## config.mk

```make
export PLATFORM = sky130hd
export DESIGN_NAME = bts_axis
export DESIGN_NICKNAME = d
export VERILOG_FILES = /design/src/design/bts_pkg.sv /design/src/design/bts_axis.sv
export SDC_FILE = /design/constraint.sdc
export NUM_CORES = 1
export LEC_CHECK = 0
export ABC_CLOCK_PERIOD_IN_PS = 19700
export BUFFER_PORTS_ARGS = -buffer_cell sky130_fd_sc_hd__buf_2
export CORE_MARGIN = 1
export CORE_UTILIZATION = 50
export CTS_CLUSTER_DIAMETER = 120
export DETAILED_ROUTE_END_ITERATION = 8
export GPL_TIMING_DRIVEN = 0
export MAX_ROUTING_LAYER = met4
export PLACE_DENSITY = 0.63
export RECOVER_POWER = 100
export SKIP_CTS_REPAIR_TIMING = 1
export SYNTH_ARGS = -nofsm -noshare
export SYNTH_HDL_FRONTEND = slang
export SYNTH_SLANG_ARGS = --single-unit
```

## constraint.sdc

```tcl
create_clock -name clk -period 19.7 [get_ports clk]
set_input_delay 1.97 -clock clk [delete_from_list [all_inputs] [get_ports clk]]
set_output_delay 1.97 -clock clk [all_outputs]
set_load 0.02 [all_outputs]
```

## src/design/bts_pkg.sv

```systemverilog
// ----------------------------------------------------------------------------
// bts_pkg
// Types and constants shared by the bilinear texture sampler modules.
// ----------------------------------------------------------------------------
`default_nettype none

package bts_pkg;

  localparam int COORD_W     = 24;
  localparam int ADDR_W      = 16;
  localparam int TEXEL_W     = 32;
  localparam int STORE_DEPTH = 65536;
  localparam int CFG_W       = 9;
  localparam int CFG_IDX_W   = 3;

  localparam logic [1:0] MODE_NONE    = 2'd0;
  localparam logic [1:0] MODE_PAD     = 2'd1;
  localparam logic [1:0] MODE_REPEAT  = 2'd2;
  localparam logic [1:0] MODE_REFLECT = 2'd3;

  localparam logic [CFG_IDX_W-1:0] REG_TEX_WIDTH  = 3'd0;
  localparam logic [CFG_IDX_W-1:0] REG_TEX_HEIGHT = 3'd1;
  localparam logic [CFG_IDX_W-1:0] REG_H_MODE     = 3'd2;
  localparam logic [CFG_IDX_W-1:0] REG_V_MODE     = 3'd3;
  localparam logic [CFG_IDX_W-1:0] REG_FAST_MODE  = 3'd4;
  localparam logic [CFG_IDX_W-1:0] REG_OPACITY    = 3'd5;

  localparam logic OP_LOAD   = 1'b0;
  localparam logic OP_SAMPLE = 1'b1;

  typedef struct packed {
    logic                       op;
    logic [ADDR_W-1:0]          texel_index;
    logic [TEXEL_W-1:0]         texel_rgba;
    logic signed [COORD_W-1:0]  coord_x;
    logic signed [COORD_W-1:0]  coord_y;
  } in_item_t;

  typedef struct packed {
    logic [7:0] out_r;
    logic [7:0] out_g;
    logic [7:0] out_b;
    logic [7:0] out_a;
  } out_item_t;

endpackage

`default_nettype wire

```

## src/design/bts_axis.sv

```systemverilog
// ----------------------------------------------------------------------------
// bts_axis
// Pipelined edge-rule resolver for one axis: floor position and its right
// neighbor mapped by none, pad, repeat or reflect, two remainder bits a stage.
// ----------------------------------------------------------------------------
`default_nettype none

module bts_axis #(
  parameter int PW = 17,
  parameter int NW = 9
) (
  input  wire logic                 clk,
  input  wire logic signed [PW-1:0] pos,
  input  wire logic [NW-1:0]        size,
  input  wire logic [1:0]           mode,
  output logic      [NW-1:0]        idx0_r,
  output logic      [NW-1:0]        idx1_r,
  output logic                      ok0_r,
  output logic                      ok1_r
);

  localparam int AW  = PW - 1;
  localparam int STG = (AW + 1) / 2;
  localparam int DW  = NW + 1;

  function automatic logic [DW-1:0] mod_step(input logic [DW-1:0] rem, input logic b,
                                             input logic [DW-1:0] m);
    logic [DW:0] t;
    t = {rem, b};
    if (t >= {1'b0, m}) begin
      t = t - {1'b0, m};
    end
    return t[DW-1:0];
  endfunction

  logic [DW-1:0]        modulus;
  logic [DW-1:0]        rem_r  [0:STG];
  logic [AW-1:0]        a_r    [0:STG];
  logic signed [PW-1:0] p_r    [0:STG];
  logic [DW-1:0]        rem_nxt[0:STG-1];

  assign modulus = (mode == bts_pkg::MODE_REFLECT) ? {size, 1'b0} : {1'b0, size};

  always_ff @(posedge clk) begin
    rem_r[0] <= '0;
    a_r[0]   <= pos[PW-1] ? ~pos[AW-1:0] : pos[AW-1:0];
    p_r[0]   <= pos;
  end

  for (genvar s = 0; s < STG; s++) begin : g_stage
    localparam int HI = AW - 1 - 2 * s;
    localparam int LO = (AW - 2 - 2 * s >= 0) ? AW - 2 - 2 * s : 0;
    localparam bit TWO = (AW - 2 - 2 * s >= 0);

    assign rem_nxt[s] = TWO ? mod_step(mod_step(rem_r[s], a_r[s][HI], modulus),
                                       a_r[s][LO], modulus)
                            : mod_step(rem_r[s], a_r[s][HI], modulus);

    always_ff @(posedge clk) begin
      rem_r[s+1] <= rem_nxt[s];
      a_r[s+1]   <= a_r[s];
      p_r[s+1]   <= p_r[s];
    end
  end

  logic [DW-1:0]        pm, pm1, size2;
  logic signed [PW:0]   pv0, pv1, ns;
  logic [NW-1:0]        idx0_nxt, idx1_nxt;
  logic                 ok0_nxt, ok1_nxt;

  assign size2 = {size, 1'b0};
  assign pm    = p_r[STG][PW-1] ? modulus - DW'(1) - rem_r[STG] : rem_r[STG];
  assign pm1   = (pm + DW'(1) == modulus) ? '0 : pm + DW'(1);
  assign pv0   = (PW+1)'(p_r[STG]);
  assign pv1   = pv0 + (PW+1)'(1);
  assign ns    = (PW+1)'(size);

  always_comb begin
    idx0_nxt = NW'(pv0);
    idx1_nxt = NW'(pv1);
    ok0_nxt  = 1'b1;
    ok1_nxt  = 1'b1;
    case (mode)
      bts_pkg::MODE_PAD: begin
        idx0_nxt = (pv0 < 0) ? '0 : ((pv0 >= ns) ? size - NW'(1) : NW'(pv0));
        idx1_nxt = (pv1 < 0) ? '0 : ((pv1 >= ns) ? size - NW'(1) : NW'(pv1));
      end
      bts_pkg::MODE_REPEAT: begin
        idx0_nxt = NW'(pm);
        idx1_nxt = NW'(pm1);
      end
      bts_pkg::MODE_REFLECT: begin
        idx0_nxt = (pm  < {1'b0, size}) ? NW'(pm)  : NW'(size2 - DW'(1) - pm);
        idx1_nxt = (pm1 < {1'b0, size}) ? NW'(pm1) : NW'(size2 - DW'(1) - pm1);
      end
      default: begin
        ok0_nxt = (pv0 >= 0) && (pv0 < ns);
        ok1_nxt = (pv1 >= 0) && (pv1 < ns);
      end
    endcase
  end

  always_ff @(posedge clk) begin
    idx0_r <= idx0_nxt;
    idx1_r <= idx1_nxt;
    ok0_r  <= ok0_nxt;
    ok1_r  <= ok1_nxt;
  end

endmodule

`default_nettype wire

```

==> impl_results.md, run 1 <==
* Status: complete, but fails checks
* Failing checks: capacitance limit, slew limit
* Register Area at 0.00651 sq mm
* Worst min path class: flop to flop
* Final WS setup at between 9 and 10 ns
* Net Sw Frac at 0.425
* Gate power share at 0.598
* Starting Density at 0.508
* Vias in the first global route at around 14000
* Placed cells at 2511
* Nets at 2344
* Aggregate negative setup slack at 0 ns
* DIE WIDTH at about 190 microns
* VDD IR max at between 0.1 and 0.15 mV
* Routability cong. at ~0.94
* Reg clk slew, reported paths at roughly 0.060 ns
* Skew-Pair Late Insertion Delay at about 0.55 ns
* Post-synth EDFFs at 0
* Rows at a little under 70
* CTS Buf Count at 34
* Most used cell, CP: o21ai_0
* Switching pwr at 1.60 mW
* RSZ-0062 raised after global routing: false
* Worst slew pin tran at between 2 and 2.5 ns
* Leak pwr at approximately 8.9 nW
* Number of synthesized register bits at approximately 330
* Slowest-stage cell, CP: mux2i_1
* Antenna fix cells at 0
* Pwr dens at ~190 mW/mm^2
* Vias/cell at between 5 and 6
* Antenna Violating Nets Remaining at 0
* Clock Sinks at approximately 330
* Ys flop type: dfxtp_1
* Yosys warnings at 0
* Clock network fraction of total power at 0.173
* Slew margin rel. at -0.659
* Core area at ~0.036 sq mm
* Max incr delay on CP at 1.94 ns
* Worst-path maximum fanout at 17
* Vias after detailed routing at roughly 14000
* Distinct cell type count after synthesis at 84
* IO Port Bufs at 47
* Die Ht at about 190 microns
* Worst Setup Start Kind: input port
* Clock skew at between 0.03 and 0.04 ns
* Int Power at ~2.2 mW
* GRT Overall Usage at 0.251
* FMAX at between 0.09 and 0.1 GHz
* Post-Syn Instances at roughly 2000
* Largest net degree at the start of global routing at 20
* Starting DRC count in detailed routing at approximately 990
* Async SR Flop Fraction at 0
* CP endpoint kind: flop
* Drt pass-1 iters at 5
* Initial antenna violation count at 0
* Layout area overhead at 11.3%
* Place WS at between 9 and 10 ns
* Fin crit period at ~11 ns
* Design Power at 3.75 mW
* Mapped Nets at 2256
* Crit path DAT at between 10 and 15 ns
* CTS tree: yes
* Die area at 0.0369 sq mm
* WHS at around 0.30 ns
* Post-Route WL at roughly 44 mm
* Sequential share of the synthesized area at 0.360
* Filler cells at around 3300
* Layout cells sized above 1 at 0.0739
* Fin cells at about 2600
* Clock root cell: clkbuf_16
* GR Overflow Total at 0
* Synth Cell Area at 0.0181 sq mm
* Avg Cell Area, Syn at approximately 9.0 sq um
* Critical path required time at roughly 20 ns
* Routed length per instance at 17.2 microns
* Fin. max-slew vios at 18
* DR DRC count at 0
* Sequential share of power at 0.229
* Max-cap viol count at 1
* Final period util at 0.539
* Hpwl dp at roughly 34 mm
* # H-tree levels at 2
* First-pass GRT wire length at around 71 mm
* # setup viols final at 0
* Clock Tree Buf Depth at 3
* Footprint of the multi-input gates at around 0.011 sq mm
* I/O pin total at 49
* Crit Path Class: input port to flop
* Fin. Hold Viols at 0
==> power groups by stage <==
stage	Sequential (mW)	Clock (mW)	Combinational (mW)
2_1_floorplan	0.878	0	1.74
3_5_place_dp	0.875	0	2.23
4_1_cts	0.861	0.666	2.25
6_report	0.861	0.648	2.25
5_1_grt	0.875	0.691	2.52
3_3_place_gp	0.872	0	2.19
==> critical path: cells and delay by family <==
family,cells,cell delay (ns)
simple gates,6,1.04
mux,2,2.36
compound gates,17,3.17
fa+ha+maj,2,0.91
buf+inv,4,1.58
==> layout make-up <==
class / instances / area share
multi-input combinational: 1475 / 0.538
tap: 461 / 0.0287
buffer: 31 / 0.00591
inverter: 167 / 0.0312
clock buffer: 44 / 0.0467
clock inverter: 17 / 0.0113
sequential: 325 / 0.324
timing repair buffer: 52 / 0.0147
==> Yosys cell counts (12+ instances only) <==
cell type,count,share of area
nand4_1,44,0.015
fa_1,16,0.018
mux2_2,63,0.039
ha_1,213,0.15
inv_1,165,0.034
and2_1,19,0.0066
nand3_1,42,0.012
clkbuf_1,27,0.0056
a21oi_1,89,0.025
o21ai_0,160,0.044
or3_1,12,0.0042
and3_1,12,0.0042
o31ai_1,29,0.012
nor2b_1,34,0.012
xor2_1,46,0.022
a21o_1,25,0.010
nor3_1,32,0.0089
nand2_1,164,0.034
mux2i_1,33,0.018
nand2b_1,35,0.012
a221oi_1,12,0.0058
xnor2_1,79,0.038
a21boi_0,39,0.016
dfxtp_1,325,0.36
nor2_1,144,0.030
o21a_1,12,0.0050
==> kinds of logic after synthesis <==
kind of cell,synth area share
buffers and inverters,0.0417
adder cells (fa/ha/maj),0.166
XOR/XNOR,0.0606
AO/OA/AOI/OAI,0.162
AND/OR/NAND/NOR,0.151
flip-flops,0.360
multiplexers,0.0582
==> state kept, by name (all words and copies together), names as in the netlist <==
register / count
ok0_r: 1
ok1_r: 1
idx0_r: 9
rem_r: 80
p_r: 153
a_r: 72
idx1_r: 9
==> per-stage QoR <==
stage | area [sq um] | utilization
floorplan | 18100 | -
detailed placement | 19000 | 0.536
global placement | 18900 | 0.531
CTS | 20200 | 0.568
finish | 20100 | 0.565
global route | 20100 | 0.565
==> placed cells by master (no fill, tap or decap), drive strengths merged, types with 16 or more instances in the layout <==
cell type,n
xor2,46
nor2b,34
a21oi,89
nor3,32
dfxtp,325
o21ai,165
inv,172
o31ai,29
buf,19
nand2b,35
and2,19
a21o,25
nor2,145
mux2,64
clkbuf,108
nand3,43
nand4,44
nand2,165
mux2i,33
xnor2,79
fa,16
a21boi,40
ha,213
==> routing by layer <==
metal	global-route usage	part of all wire	up-vias
met3	0.0327	0.050	78
li1	-	-	7245
met1	0.320	0.46	6710
met4	0.0736	0.024	0
met5	-	0	-
met2	0.413	0.46	351
==> path summary, 6_finish.rpt <==
path,from,endpoint,slack (ns),depth (start not counted)
max,mode[0],rem_r[2][8],9.09,31
min reg2reg,p_r[0][77],p_r[0][94],0.30,0
max reg2reg,p_r[0][152],idx1_r[2],13.00,23
min,p_r[0][77],p_r[0][94],0.30,0
No activity file was read; power rests on OpenSTA's default activity.
==> inputs of run 2 (changes only) <==
Settings changed: ABC_CLOCK_PERIOD_IN_PS 19700 to 10390.
Clock period 19.7 ns to 10.39 ns, I/O delays scaled along.
==> impl_results.md, run 2 (same netlist as run 1, synthesis figures left out) <==
* Worst-path maximum fanout at 10 (-7)
* Initial antenna violation count at 0 (unchanged)
* Clock root cell: clkbuf_16
* Vias/cell at 5.59 (about the same)
* FMAX at approximately 0.11 GHz
* Drt pass-1 iters at 6 (+1)
* RSZ-0062 raised after global routing: false
* Die Ht at 192 microns (unchanged)
* Sequential share of power at 0.229 (about the same)
* Critical path required time at 10.81 ns (-9.31 ns)
* Core area at 0.0356 sq mm (unchanged)
* Filler cells at 3257 (-0.092%)
* Layout area overhead at 11.4% (about the same)
* Worst slew pin tran at 1.36 ns (-1.06 ns)
* Placed cell area at 0.0190 sq mm (unchanged)
* Hpwl dp at 33.7 mm (unchanged)
* Switching pwr at 3.03 mW (+90%)
* Vias in the first global route at 13800 (unchanged)
* Crit Path Class: input port to flop
* Aggregate negative setup slack at 0 ns (unchanged)
* Commonest non-fill, non-tap cells in the layout: 325 x dfxtp_1, 213 x ha_1, 165 x nand2_1, 165 x inv_1, 160 x o21ai_0
* Clock Tree Buf Depth at 3 (unchanged)
* Rows at 69 (unchanged)
* Worst min path class: flop to flop
* Slew margin rel. at 0.0901 (+0.749)
* Slowest-stage cell, CP: a21oi_1
* DIE WIDTH at 192 microns (unchanged)
* Post-layout instance area at 0.0201 sq mm (about the same)
* GRT Overall Usage at 0.251 (unchanged)
* Die area at 0.0369 sq mm (unchanged)
* Routed length per instance at 17.3 microns (about the same)
* Nets at 2344 (unchanged)
* Vias after detailed routing at 14400 (-0.076%)
* CP endpoint kind: flop
* Net Sw Frac at 0.425 (about the same)
* Routability cong. at 0.938 (unchanged)
* Leak pwr at 8.89 nW (about the same)
* Family with the most delay on the worst path: compound AO/OA/AOI/OAI gates
* Pwr dens at 354 mW/mm^2 (+90%)
* Clock skew at 0.0357 ns (+0.00124 ns)
* Antenna Violating Nets Remaining at 0 (unchanged)
* Gate power share at 0.598 (about the same)
* Commonest non-fill, non-tap cell in the layout: dfxtp_1
* Layout cells sized above 1 at 0.0748 (+0.000947)
* Clock Sinks at 325 (unchanged)
* Antenna fix cells at 0 (unchanged)
* VDD IR max at 0.190 mV (+90%)
* Most used cell, CP: o21ai_0
* Fin. max-slew vios at 0 (-18)
* Int Power at 4.10 mW (+90%)
* GR Overflow Total at 0 (unchanged)
* Status: completed
* Post-Route WL at 44.4 mm (about the same)
* CTS tree: yes
* Reg clk slew, reported paths at 0.06 ns (about the same)
* Max-cap viol count at 0 (-1)
* I/O pin total at 49 (unchanged)
* DR DRC count at 0 (unchanged)
* First-pass GRT wire length at 70.5 mm (unchanged)
* Final period util at 0.859
* Largest net degree at the start of global routing at 20 (unchanged)
* Design Power at 7.12 mW (+90%)
* # setup viols final at 0 (unchanged)
* Max incr delay on CP at 1.05 ns (-0.89 ns)
* Number of flip-flops in the largest register at 153 (unchanged)
* Starting DRC count in detailed routing at 997 (+1.2%)
* Skew-Pair Late Insertion Delay at 0.55 ns (about the same)
* Worst Path Buf+Inv at 6 (+2)
* CTS Buf Count at 34 (unchanged)
* Clock network fraction of total power at 0.173 (about the same)
* IO Port Bufs at 47 (unchanged)
* Worst Setup Start Kind: input port
* Biggest registers after layout: p_r x153, rem_r x80, a_r x72
* Register bank with the most flops: p_r
* Starting Density at 0.508 (unchanged)
* Fin crit period at 8.92 ns
* # H-tree levels at 2 (unchanged)
* Crit path DAT at 9.34 ns (-1.69 ns)
* Fin. Hold Viols at 0 (unchanged)
## run 2: cell type report
type / count / area, sq um / share of cell area
Sequential cell: 325 / 6510 / 0.323
Tap cell: 461 / 577 / 0.0287
Timing Repair Buffer: 52 / 295 / 0.0147
Buffer: 31 / 119 / 0.00591
Inverter: 167 / 627 / 0.0311
Clock inverter: 17 / 226 / 0.0113
Clock buffer: 44 / 938 / 0.0466
Multi-Input combinational cell: 1475 / 10800 / 0.539
## run 2: per-layer routing
layer / GRT usage / wire [microns] / vias to the layer above
met1: 0.320 / 20400 / 6693
met3: 0.0327 / 2330 / 81
met5: - / 0 / -
met4: 0.0736 / 1110 / 0
li1: - / - / 7245
met2: 0.413 / 20500 / 354
## run 2: per-stage QoR
stage                     utilization  worst slack (ns)  cells  hold WS (ns)
after floorplan                     -              1.84   1998         0.310
after global placement          0.531            -0.989   2506         0.310
after detailed placement        0.536              1.31   2511         0.312
after CTS                       0.568              1.84   2572         0.304
after global routing            0.566             0.606   2572         0.311
final                           0.566              1.47   2572         0.303
## run 2: path summary, 6_finish.rpt
path                                     to         from  depth (start not counted)  slack [ns]
worst max-delay path            rem_r[2][8]      size[0]                         33        1.47
worst min-delay path             p_r[0][94]   p_r[0][77]                          0        0.30
worst max register to register    idx1_r[2]  p_r[0][152]                         23        3.63
worst min register to register   p_r[0][94]   p_r[0][77]                          0        0.30
## run 2: power groups by stage
stage / clock [mW] / combinational [mW] / sequential (mW)
2_1_floorplan: 0 / 3.30 / 1.66
3_3_place_gp: 0 / 4.14 / 1.65
3_5_place_dp: 0 / 4.23 / 1.66
4_1_cts: 1.26 / 4.27 / 1.63
5_1_grt: 1.31 / 4.78 / 1.66
6_report: 1.23 / 4.26 / 1.63
